$ cat src/rtl/fpr_pkg.sv
`timescale 1ns / 1ps
package fpr_pkg;
    localparam int ForceWidth = 16;
    localparam int TimeWidth = 32;
    localparam int DurWidth = 24;
    localparam int CfgIdxWidth = 3;
    localparam int CfgDataWidth = (DurWidth > ForceWidth) ? DurWidth : ForceWidth;

    localparam logic [CfgIdxWidth-1:0] CFG_DUR = 3'd0;
    localparam logic [CfgIdxWidth-1:0] CFG_FX = 3'd1;
    localparam logic [CfgIdxWidth-1:0] CFG_FY = 3'd2;
    localparam logic [CfgIdxWidth-1:0] CFG_FZ = 3'd3;
    localparam logic [CfgIdxWidth-1:0] CFG_MAX = 3'd4;

    localparam logic [1:0] MODE_TICK = 2'd0;
    localparam logic [1:0] MODE_START = 2'd1;
    localparam logic [1:0] MODE_ABORT = 2'd2;
    localparam logic [1:0] MODE_RAMP = 2'd3;

    typedef struct packed {
        logic [1:0]           mode;
        logic [TimeWidth-1:0] now_us;
        logic [DurWidth-1:0]  ramp_duration_us;
    } t_in;

    typedef struct packed {
        logic signed [ForceWidth-1:0] force_x;
        logic signed [ForceWidth-1:0] force_y;
        logic signed [ForceWidth-1:0] force_z;
        logic                         pulse_active;
    } t_out;

    typedef enum logic [3:0] {
        ST_IDLE, ST_CHECK, ST_SQ, ST_SQRT, ST_LIM, ST_RCHK, ST_RAMP, ST_DONE, ST_ZERO, ST_OUT
    } t_state;

    typedef struct packed {
        logic load;
        logic upd_state;
        logic sq_step;
        logic sqrt_init;
        logic sqrt_step;
        logic lim_init;
        logic ramp_init;
        logic div_step;
        logic zero_out;
        logic fill_out;
    } t_cmd;

    typedef struct packed {
        logic is_tick;
        logic active;
        logic expired;
        logic need_lim;
        logic ramping;
        logic ramp_over;
        logic sq_last;
        logic sqrt_last;
        logic div_last;
    } t_sts;
endpackage

$ cat src/rtl/fpr_ctrl.sv
`timescale 1ns / 1ps
module fpr_ctrl (
    input  logic          i_clk,
    input  logic          i_rst_n,
    input  logic          i_valid,
    output logic          o_ready,
    output logic          o_valid,
    input  logic          i_ready,
    input  fpr_pkg::t_sts i_sts,
    output fpr_pkg::t_cmd o_cmd
);
    import fpr_pkg::*;

    t_state r_state, n_state;
    logic   r_ovalid, n_ovalid;

    always_ff @(posedge i_clk) begin
        if (!i_rst_n) begin
            r_state  <= ST_IDLE;
            r_ovalid <= 1'b0;
        end else begin
            r_state  <= n_state;
            r_ovalid <= n_ovalid;
        end
    end

    assign o_valid = r_ovalid;
    assign o_ready = (r_state == ST_IDLE);

    always_comb begin
        n_state  = r_state;
        n_ovalid = r_ovalid && !i_ready;
        o_cmd    = '0;
        case (r_state)
            ST_IDLE: begin
                if (i_valid) begin
                    o_cmd.load = 1'b1;
                    n_state    = ST_CHECK;
                end
            end
            ST_CHECK: begin
                if (!i_sts.is_tick) begin
                    o_cmd.upd_state = 1'b1;
                    n_state         = ST_IDLE;
                end else if (!i_sts.active || i_sts.expired) begin
                    o_cmd.upd_state = 1'b1;
                    n_state         = ST_ZERO;
                end else begin
                    n_state = ST_SQ;
                end
            end
            ST_SQ: begin
                o_cmd.sq_step = 1'b1;
                if (i_sts.sq_last) begin
                    n_state = ST_LIM;
                end
            end
            ST_LIM: begin
                if (i_sts.need_lim) begin
                    o_cmd.sqrt_init = 1'b1;
                    n_state         = ST_SQRT;
                end else begin
                    n_state = ST_RCHK;
                end
            end
            ST_SQRT: begin
                if (i_sts.sqrt_last) begin
                    o_cmd.lim_init = 1'b1;
                    n_state        = ST_DONE;
                end else begin
                    o_cmd.sqrt_step = 1'b1;
                end
            end
            ST_DONE: begin
                o_cmd.div_step = 1'b1;
                if (i_sts.div_last) begin
                    n_state = ST_RCHK;
                end
            end
            ST_RCHK: begin
                if (!i_sts.ramping) begin
                    n_state = ST_OUT;
                end else if (i_sts.ramp_over) begin
                    o_cmd.upd_state = 1'b1;
                    n_state         = ST_ZERO;
                end else begin
                    o_cmd.ramp_init = 1'b1;
                    n_state         = ST_RAMP;
                end
            end
            ST_RAMP: begin
                o_cmd.div_step = 1'b1;
                if (i_sts.div_last) begin
                    n_state = ST_OUT;
                end
            end
            ST_ZERO: begin
                if (!r_ovalid || i_ready) begin
                    o_cmd.zero_out = 1'b1;
                    n_ovalid       = 1'b1;
                    n_state        = ST_IDLE;
                end
            end
            ST_OUT: begin
                if (!r_ovalid || i_ready) begin
                    o_cmd.fill_out = 1'b1;
                    n_ovalid       = 1'b1;
                    n_state        = ST_IDLE;
                end
            end
            default: n_state = ST_IDLE;
        endcase
    end
endmodule

$ cat src/rtl/fpr_dp.sv
`timescale 1ns / 1ps
module fpr_dp (
    input  logic                                  i_clk,
    input  logic                                  i_rst_n,
    input  logic                                  i_cfg_we,
    input  logic [fpr_pkg::CfgIdxWidth-1:0]       i_cfg_idx,
    input  logic [fpr_pkg::CfgDataWidth-1:0]      i_cfg_data,
    input  logic [1:0]                            i_mode,
    input  logic [fpr_pkg::TimeWidth-1:0]         i_now_us,
    input  logic [fpr_pkg::DurWidth-1:0]          i_ramp_duration_us,
    input  fpr_pkg::t_cmd                         i_cmd,
    output fpr_pkg::t_sts                         o_sts,
    output logic signed [fpr_pkg::ForceWidth-1:0] o_fx,
    output logic signed [fpr_pkg::ForceWidth-1:0] o_fy,
    output logic signed [fpr_pkg::ForceWidth-1:0] o_fz,
    output logic                                  o_pact
);
    import fpr_pkg::*;

    localparam int FW   = ForceWidth;
    localparam int SQW  = 2 * FW + 2;
    localparam int NW   = (FW > DurWidth) ? FW : DurWidth;
    localparam int PW   = FW + NW;
    localparam int EW   = (TimeWidth > DurWidth) ? TimeWidth : DurWidth;
    localparam int CNTW = $clog2(PW + 1);

    logic [DurWidth-1:0]  r_dur;
    logic [FW-1:0]        r_f [3];
    logic [FW-1:0]        r_max;
    logic                 r_active, r_ramping;
    logic [TimeWidth-1:0] r_start, r_rstart;
    logic [DurWidth-1:0]  r_rlen;

    logic [1:0]           r_mode;
    logic [TimeWidth-1:0] r_now;
    logic [DurWidth-1:0]  r_rdur;

    logic [FW-1:0]  r_mag [3];
    logic           r_neg [3];
    logic [1:0]     r_sqi;
    logic [SQW-1:0] r_sum;

    logic [SQW-1:0] r_x, r_bit, r_root;

    logic [NW-1:0]   r_num, r_den;
    logic [PW-1:0]   r_rem;
    logic [PW-1:0]   r_quo;
    logic [1:0]      r_di;
    logic [CNTW-1:0] r_dcnt;

    logic [TimeWidth-1:0] el, rel;
    logic [2*FW-1:0]      sq;
    logic [2*FW-1:0]      maxsq;
    logic [SQW-1:0]       trial;
    logic [PW-1:0]        prod;
    logic [PW:0]          dv_t;
    logic                 dv_ge;
    logic [PW-1:0]        dv_q;
    logic [FW-1:0]        absf [3];

    assign el    = r_now - r_start;
    assign rel   = r_now - r_rstart;
    assign sq    = r_mag[r_sqi] * r_mag[r_sqi];
    assign maxsq = r_max * r_max;
    assign trial = r_root + r_bit;
    assign prod  = r_mag[r_di] * r_num;
    assign dv_t  = {r_rem, r_quo[PW-1]};
    assign dv_ge = dv_t >= (PW+1)'(r_den);
    assign dv_q  = {r_quo[PW-2:0], dv_ge};

    always_comb begin
        for (int k = 0; k < 3; k++) begin
            absf[k] = r_f[k][FW-1] ? FW'(-r_f[k]) : r_f[k];
        end
    end

    assign o_sts.is_tick   = (r_mode == MODE_TICK);
    assign o_sts.active    = r_active;
    assign o_sts.expired   = EW'(el) >= EW'(r_dur);
    assign o_sts.need_lim  = r_sum > SQW'(maxsq);
    assign o_sts.ramping   = r_ramping;
    assign o_sts.ramp_over = EW'(rel) >= EW'(r_rlen);
    assign o_sts.sq_last   = (r_sqi == 2'd2);
    assign o_sts.sqrt_last = (r_bit == '0);
    assign o_sts.div_last  = (r_di == 2'd2) && (r_dcnt == CNTW'(PW));

    always_ff @(posedge i_clk) begin
        if (!i_rst_n) begin
            r_dur     <= '0;
            r_f[0]    <= '0;
            r_f[1]    <= '0;
            r_f[2]    <= '0;
            r_max     <= '1;
            r_active  <= 1'b0;
            r_ramping <= 1'b0;
            r_start   <= '0;
            r_rstart  <= '0;
            r_rlen    <= '0;
        end else begin
            if (i_cfg_we) begin
                case (i_cfg_idx)
                    CFG_DUR: r_dur  <= i_cfg_data[DurWidth-1:0];
                    CFG_FX:  r_f[0] <= i_cfg_data[FW-1:0];
                    CFG_FY:  r_f[1] <= i_cfg_data[FW-1:0];
                    CFG_FZ:  r_f[2] <= i_cfg_data[FW-1:0];
                    CFG_MAX: r_max  <= i_cfg_data[FW-1:0];
                    default: ;
                endcase
            end
            if (i_cmd.upd_state) begin
                case (r_mode)
                    MODE_START: begin
                        r_active  <= 1'b1;
                        r_ramping <= 1'b0;
                        r_start   <= r_now;
                    end
                    MODE_RAMP: begin
                        if (r_active && !r_ramping) begin
                            r_ramping <= 1'b1;
                            r_rstart  <= r_now;
                            r_rlen    <= r_rdur;
                        end
                    end
                    default: begin
                        r_active  <= 1'b0;
                        r_ramping <= 1'b0;
                    end
                endcase
            end
        end
    end

    always_ff @(posedge i_clk) begin
        if (i_cmd.load) begin
            r_mode <= i_mode;
            r_now  <= i_now_us;
            r_rdur <= i_ramp_duration_us;
            r_sqi  <= '0;
            r_sum  <= '0;
            for (int k = 0; k < 3; k++) begin
                r_mag[k] <= absf[k];
                r_neg[k] <= r_f[k][FW-1];
            end
        end
        if (i_cmd.sq_step) begin
            r_sum <= r_sum + SQW'(sq);
            r_sqi <= r_sqi + 2'd1;
        end
        if (i_cmd.sqrt_init) begin
            r_x    <= r_sum;
            r_root <= '0;
            r_bit  <= SQW'(1) << (SQW - 2);
        end
        if (i_cmd.sqrt_step) begin
            if (r_x >= trial) begin
                r_x    <= r_x - trial;
                r_root <= (r_root >> 1) + r_bit;
            end else begin
                r_root <= r_root >> 1;
            end
            r_bit <= r_bit >> 2;
        end
        if (i_cmd.lim_init) begin
            r_di   <= '0;
            r_dcnt <= '0;
            r_num  <= NW'(r_max);
            r_den  <= NW'(r_root);
        end
        if (i_cmd.ramp_init) begin
            r_di   <= '0;
            r_dcnt <= '0;
            r_num  <= NW'(r_rlen - DurWidth'(rel));
            r_den  <= NW'(r_rlen);
        end
        if (i_cmd.div_step) begin
            if (r_dcnt == '0) begin
                r_rem  <= '0;
                r_quo  <= prod;
                r_dcnt <= CNTW'(1);
            end else begin
                r_rem <= dv_ge ? PW'(dv_t - (PW+1)'(r_den)) : PW'(dv_t);
                r_quo <= dv_q;
                if (r_dcnt == CNTW'(PW)) begin
                    r_mag[r_di] <= dv_q[FW-1:0];
                    r_dcnt      <= '0;
                    if (r_di != 2'd2) begin
                        r_di <= r_di + 2'd1;
                    end
                end else begin
                    r_dcnt <= r_dcnt + CNTW'(1);
                end
            end
        end
        if (i_cmd.zero_out) begin
            o_fx   <= '0;
            o_fy   <= '0;
            o_fz   <= '0;
            o_pact <= 1'b0;
        end
        if (i_cmd.fill_out) begin
            o_fx   <= r_neg[0] ? -$signed(r_mag[0]) : $signed(r_mag[0]);
            o_fy   <= r_neg[1] ? -$signed(r_mag[1]) : $signed(r_mag[1]);
            o_fz   <= r_neg[2] ? -$signed(r_mag[2]) : $signed(r_mag[2]);
            o_pact <= 1'b1;
        end
    end
endmodule

$ cat src/rtl/force_pulse_with_rampdown_core.sv
`timescale 1ns / 1ps
// Timed force pulse with optional linear ramp-down.
// Input channel (i_in_valid/o_in_ready, i_in): mode 0 tick, 1 start,
// 2 abort, 3 begin ramp-down. Only ticks yield a transaction on the output
// channel (o_out_valid/i_out_ready, o_out): force vector and pulse_active.
// Configuration: i_cfg_we with i_cfg_idx/i_cfg_data, written while no
// transaction is in flight; 0 duration, 1..3 force x/y/z, 4 max force.
// One transaction is processed at a time; o_in_ready is high only when idle.
// A control item only updates the pulse state; an idle or expired tick gives
// a zero result. Over the magnitude limit, a square root and a bit-serial
// division per component scale the force; a running ramp adds another such
// division per component. A tick whose ramp has ended gives its zero result
// right after the limit step.
// Reset clears the pulse state and configuration registers (max force to all ones).
// A result waits in the output register while the receiver stalls; the next
// transaction is accepted, but the block holds before presenting another result.
module force_pulse_with_rampdown_core (
    input  logic                             i_clk,
    input  logic                             i_rst_n,
    input  logic                             i_cfg_we,
    input  logic [fpr_pkg::CfgIdxWidth-1:0]  i_cfg_idx,
    input  logic [fpr_pkg::CfgDataWidth-1:0] i_cfg_data,
    input  logic                             i_in_valid,
    output logic                             o_in_ready,
    input  fpr_pkg::t_in                     i_in,
    output logic                             o_out_valid,
    input  logic                             i_out_ready,
    output fpr_pkg::t_out                    o_out
);
    import fpr_pkg::*;

    t_cmd cmd;
    t_sts sts;

    fpr_ctrl u_ctrl (
        .i_clk   (i_clk),
        .i_rst_n (i_rst_n),
        .i_valid (i_in_valid),
        .o_ready (o_in_ready),
        .o_valid (o_out_valid),
        .i_ready (i_out_ready),
        .i_sts   (sts),
        .o_cmd   (cmd)
    );

    fpr_dp u_dp (
        .i_clk              (i_clk),
        .i_rst_n            (i_rst_n),
        .i_cfg_we           (i_cfg_we),
        .i_cfg_idx          (i_cfg_idx),
        .i_cfg_data         (i_cfg_data),
        .i_mode             (i_in.mode),
        .i_now_us           (i_in.now_us),
        .i_ramp_duration_us (i_in.ramp_duration_us),
        .i_cmd              (cmd),
        .o_sts              (sts),
        .o_fx               (o_out.force_x),
        .o_fy               (o_out.force_y),
        .o_fz               (o_out.force_z),
        .o_pact             (o_out.pulse_active)
    );
endmodule
$ cat config.mk
export PLATFORM = sky130hd
export DESIGN_NAME = force_pulse_with_rampdown_core
export DESIGN_NICKNAME = d
export VERILOG_FILES = /design/src/rtl/fpr_pkg.sv /design/src/rtl/fpr_ctrl.sv /design/src/rtl/fpr_dp.sv /design/src/rtl/force_pulse_with_rampdown_core.sv
export SDC_FILE = /design/constraint.sdc
export NUM_CORES = 2
export LEC_CHECK = 0
export ABC_AREA = 1
export BUFFER_PORTS_ARGS = -buffer_cell sky130_fd_sc_hd__buf_2
export CAP_MARGIN = 20
export CORE_ASPECT_RATIO = 2
export CORE_MARGIN = 2
export CORE_UTILIZATION = 49
export CTS_CLUSTER_DIAMETER = 50
export DETAILED_ROUTE_END_ITERATION = 8
export GPL_TIMING_DRIVEN = 0
export MAX_ROUTING_LAYER = met4
export SYNTH_ARGS = -nofsm -noshare
export SYNTH_HDL_FRONTEND = slang
export SYNTH_HIERARCHICAL = 1
export SYNTH_SLANG_ARGS = --single-unit
$ cat constraint.sdc
create_clock -name i_clk -period 9.3 [get_ports i_clk]
set_clock_uncertainty 0.15 [all_clocks]
set_input_delay 0.465 -clock i_clk [delete_from_list [all_inputs] [get_ports i_clk]]
set_output_delay 0.465 -clock i_clk [all_outputs]
set_load 0.005 [all_outputs]
==> flow_metrics.tcl <==
set metrics [dict create \
    outcome "finished, final reports clean" \
    critPathBufInv 13 \
    clkSinkCount 616 \
    synth-seq-cells 616 \
    final-setup-viol-count 0 \
    gp_congestion 1.05 \
    die_width_um 267 \
    final_cell_mix "nand2_1 (1,781), inv_1 (1,681), nor2_1 (824)" \
    clock.fmax_mhz 113 \
    grt_use_total_pct 35.3 \
    maxCapViolCount 0 \
    drive_gt1_share_pct 5.63 \
    worstSetupPathType "flip-flop to flip-flop" \
    avgRoutedWirePerCell_um 22.2 \
    final_common_cell "nand2_1" \
    max_stage_delay_ps 670 \
    synth.cell_area_um2 67800 \
    ys.flop_type "edfxtp_1" \
    dp_cells 10647 \
    synth_cell_types 69 \
    endpoint_kind "flip-flop" \
    htreeDepth 3 \
    cp_top_family "adder cells" \
    synth_top_area_share_pct 19.8 \
    nets 10274 \
    port_buffers 140 \
    cts_setup_buffers 0 \
    clock_path_buffers 3 \
    grt_setup_unrepaired "yes" \
    initial_core_util_pct 49.2 \
    dp.final_hpwl_um 206000 \
    io_pins 141 \
    startpoint_type "flip-flop" \
    instances_no_fill 10851 \
    slew_headroom_pct 20.4 \
    yosys_warnings 6 \
    cts_tree "built" \
    ant_nets 0 \
    drc 0 \
    vias 58482 \
    clk_pin_slew_ps 70 \
    synth_area_leader_cell "fa_1" \
    antenna_found_initial 8 \
    fin_crit_ps 8850 \
    synthCells 8643 \
    wl_um 241000 \
    ys_seq_area_share_pct 24.7 \
    slew_violations 0 \
    syn_to_final_growth_pct 9.66 \
    die-height_um 530 \
    synth.avg_cell_area_um2 7.85 \
    cts_root_buf "clkbuf_16" \
    numCtsBuffers 74 \
    hp-class "primary input to flip-flop" \
    synth_edf_count 441 \
    async_flop_share_pct 0 \
    drt-pass1-iter-count 7 \
    die_area_um2 142000 \
    vias_per_cell 5.39 \
    crit_top_cell "inv_1" \
    slowest_stage "fa_1" \
    worstSkewPairLatency_ps 680 \
    grt_pass1_wl_um 359000 \
    grt_max_degree 49 \
    synthesis.nets 9987 \
    path_max_fanout 18 \
    grt_pass1_vias 61373 \
    hold_viol 0 \
    grt_overflow 0 \
    ys_top_cells_by_area "fa_1 (20%), edfxtp_1 (20%), ha_1 (11%), nand2_1 (9.9%), inv_1 (9.3%)" \
    cp.required_ps 9530 \
    cp.arrival_ps 9080 \
    num_rows 193 \
    core-area_um2 138000 \
    tightest_slew_ps 1190 \
    first_iter_violations 3281 \
    fin_crit_sh_pct 95.1 \
]
-- logic make-up after synthesis --
logic type	synth area share [%]
DFF	24.7
AOI/OAI and AO/OA	11.8
adders and majority gates	30.5
muxes	0.0166
buffers and inverters	11.0
xor gates and xnor gates	3.24
and+or+nand+nor	18.7
-- layer usage --
| layer | global-route usage [%] | vias up | share of wire, % |
|---|---|---|---|
| li1 | - | 28031 | - |
| met1 | 33.4 | 27974 | 34 |
| met2 | 64.6 | 1732 | 53 |
| met3 | 3.38 | 745 | 3.7 |
| met4 | 28.1 | 0 | 9.8 |
| met5 | - | - | 0 |
-- what timing repair did --
action / 4_1_cts / 5_1_grt
endpoints found under the hold margin: 70 / 0
cloned: 0 / 1
resized for setup: 30 / 55
hold buffers: 66 / 0
endpoints found under the setup margin: 85 / 84
-- cells in the mapped netlist (67+ instances only) --
| cell | instances |
|---|---|
| nand3_1 | 263 |
| xnor2_1 | 91 |
| xor2_1 | 160 |
| fa_1 | 669 |
| o21ai_0 | 538 |
| clkbuf_1 | 147 |
| nor2_1 | 826 |
| nand4_1 | 67 |
| a21oi_1 | 615 |
| nor3_1 | 71 |
| ha_1 | 585 |
| edfxtp_1 | 441 |
| nand2_1 | 1783 |
| inv_1 | 1682 |
| dfxtp_1 | 175 |
-- final timing paths --
kind                         from               end  slack [ps]  cells after the start
setup / recovery   u_dp/r_max[10]   u_dp/r_root[16]         450                     38
hold / removal       i_cfg_idx[1]    u_dp/r_f[0][2]         100                      2
setup reg to reg   u_dp/r_max[10]   u_dp/r_root[16]         450                     38
hold reg to reg   u_dp/r_f[0][47]  u_dp/r_neg[0][2]         300                      0
-- layout make-up --
| class | count | area (um^2) |
|---|---|---|
| Tap cell | 1852 | 2320 |
| Clock inverter | 48 | 576 |
| Antenna cell | 9 | 22.5 |
| Buffer | 226 | 1070 |
| Clock buffer | 88 | 1960 |
| Inverter | 1712 | 6430 |
| Multi-Input combinational cell | 6080 | 43700 |
| Fill cell | 13449 | 63500 |
| Timing Repair Buffer | 220 | 1560 |
| Sequential cell | 616 | 16800 |
-- state kept, by name, summed over array words and instances (netlist names), 3 cells and up, named ones only --
name,count
u_dp/r_neg,3
u_dp/r_rstart,32
u_dp/r_x,34
u_dp/r_rdur,24
u_dp/r_num,24
u_dp/r_quo,40
u_dp/o_fz,16
u_dp/r_f,48
u_dp/r_dcnt,6
u_dp/o_fx,16
u_dp/r_bit,17
u_ctrl/r_state,4
u_dp/r_rlen,24
u_dp/r_start,32
u_dp/r_rem,40
u_dp/o_fy,16
u_dp/r_root,34
u_dp/r_max,16
u_dp/r_mag,64
u_dp/r_sum,34
u_dp/r_now,32
u_dp/r_dur,24
u_dp/r_den,24
-- per-stage QoR --
step / setup slack, ps / TNS (ps) / utilization, % / hold slack, ps / cell area, um^2
4_1_cts: 28.7 / 0 / 53.9 / 48.1 / 74300
3_3_place_gp: -2500 / -140790 / 51.4 / 284 / 70800
5_1_grt: -14.0 / -27.7 / 53.9 / 86.5 / 74400
2_1_floorplan: 679 / 0 / - / 274 / 67800
3_5_place_dp: -1360 / -84520 / 51.5 / 286 / 71000
6_report: 453 / 0 / 53.9 / 104 / 74400
Power is not shown: default switching activity piles up to over one toggle a cycle in this logic, so the estimate is an artifact.
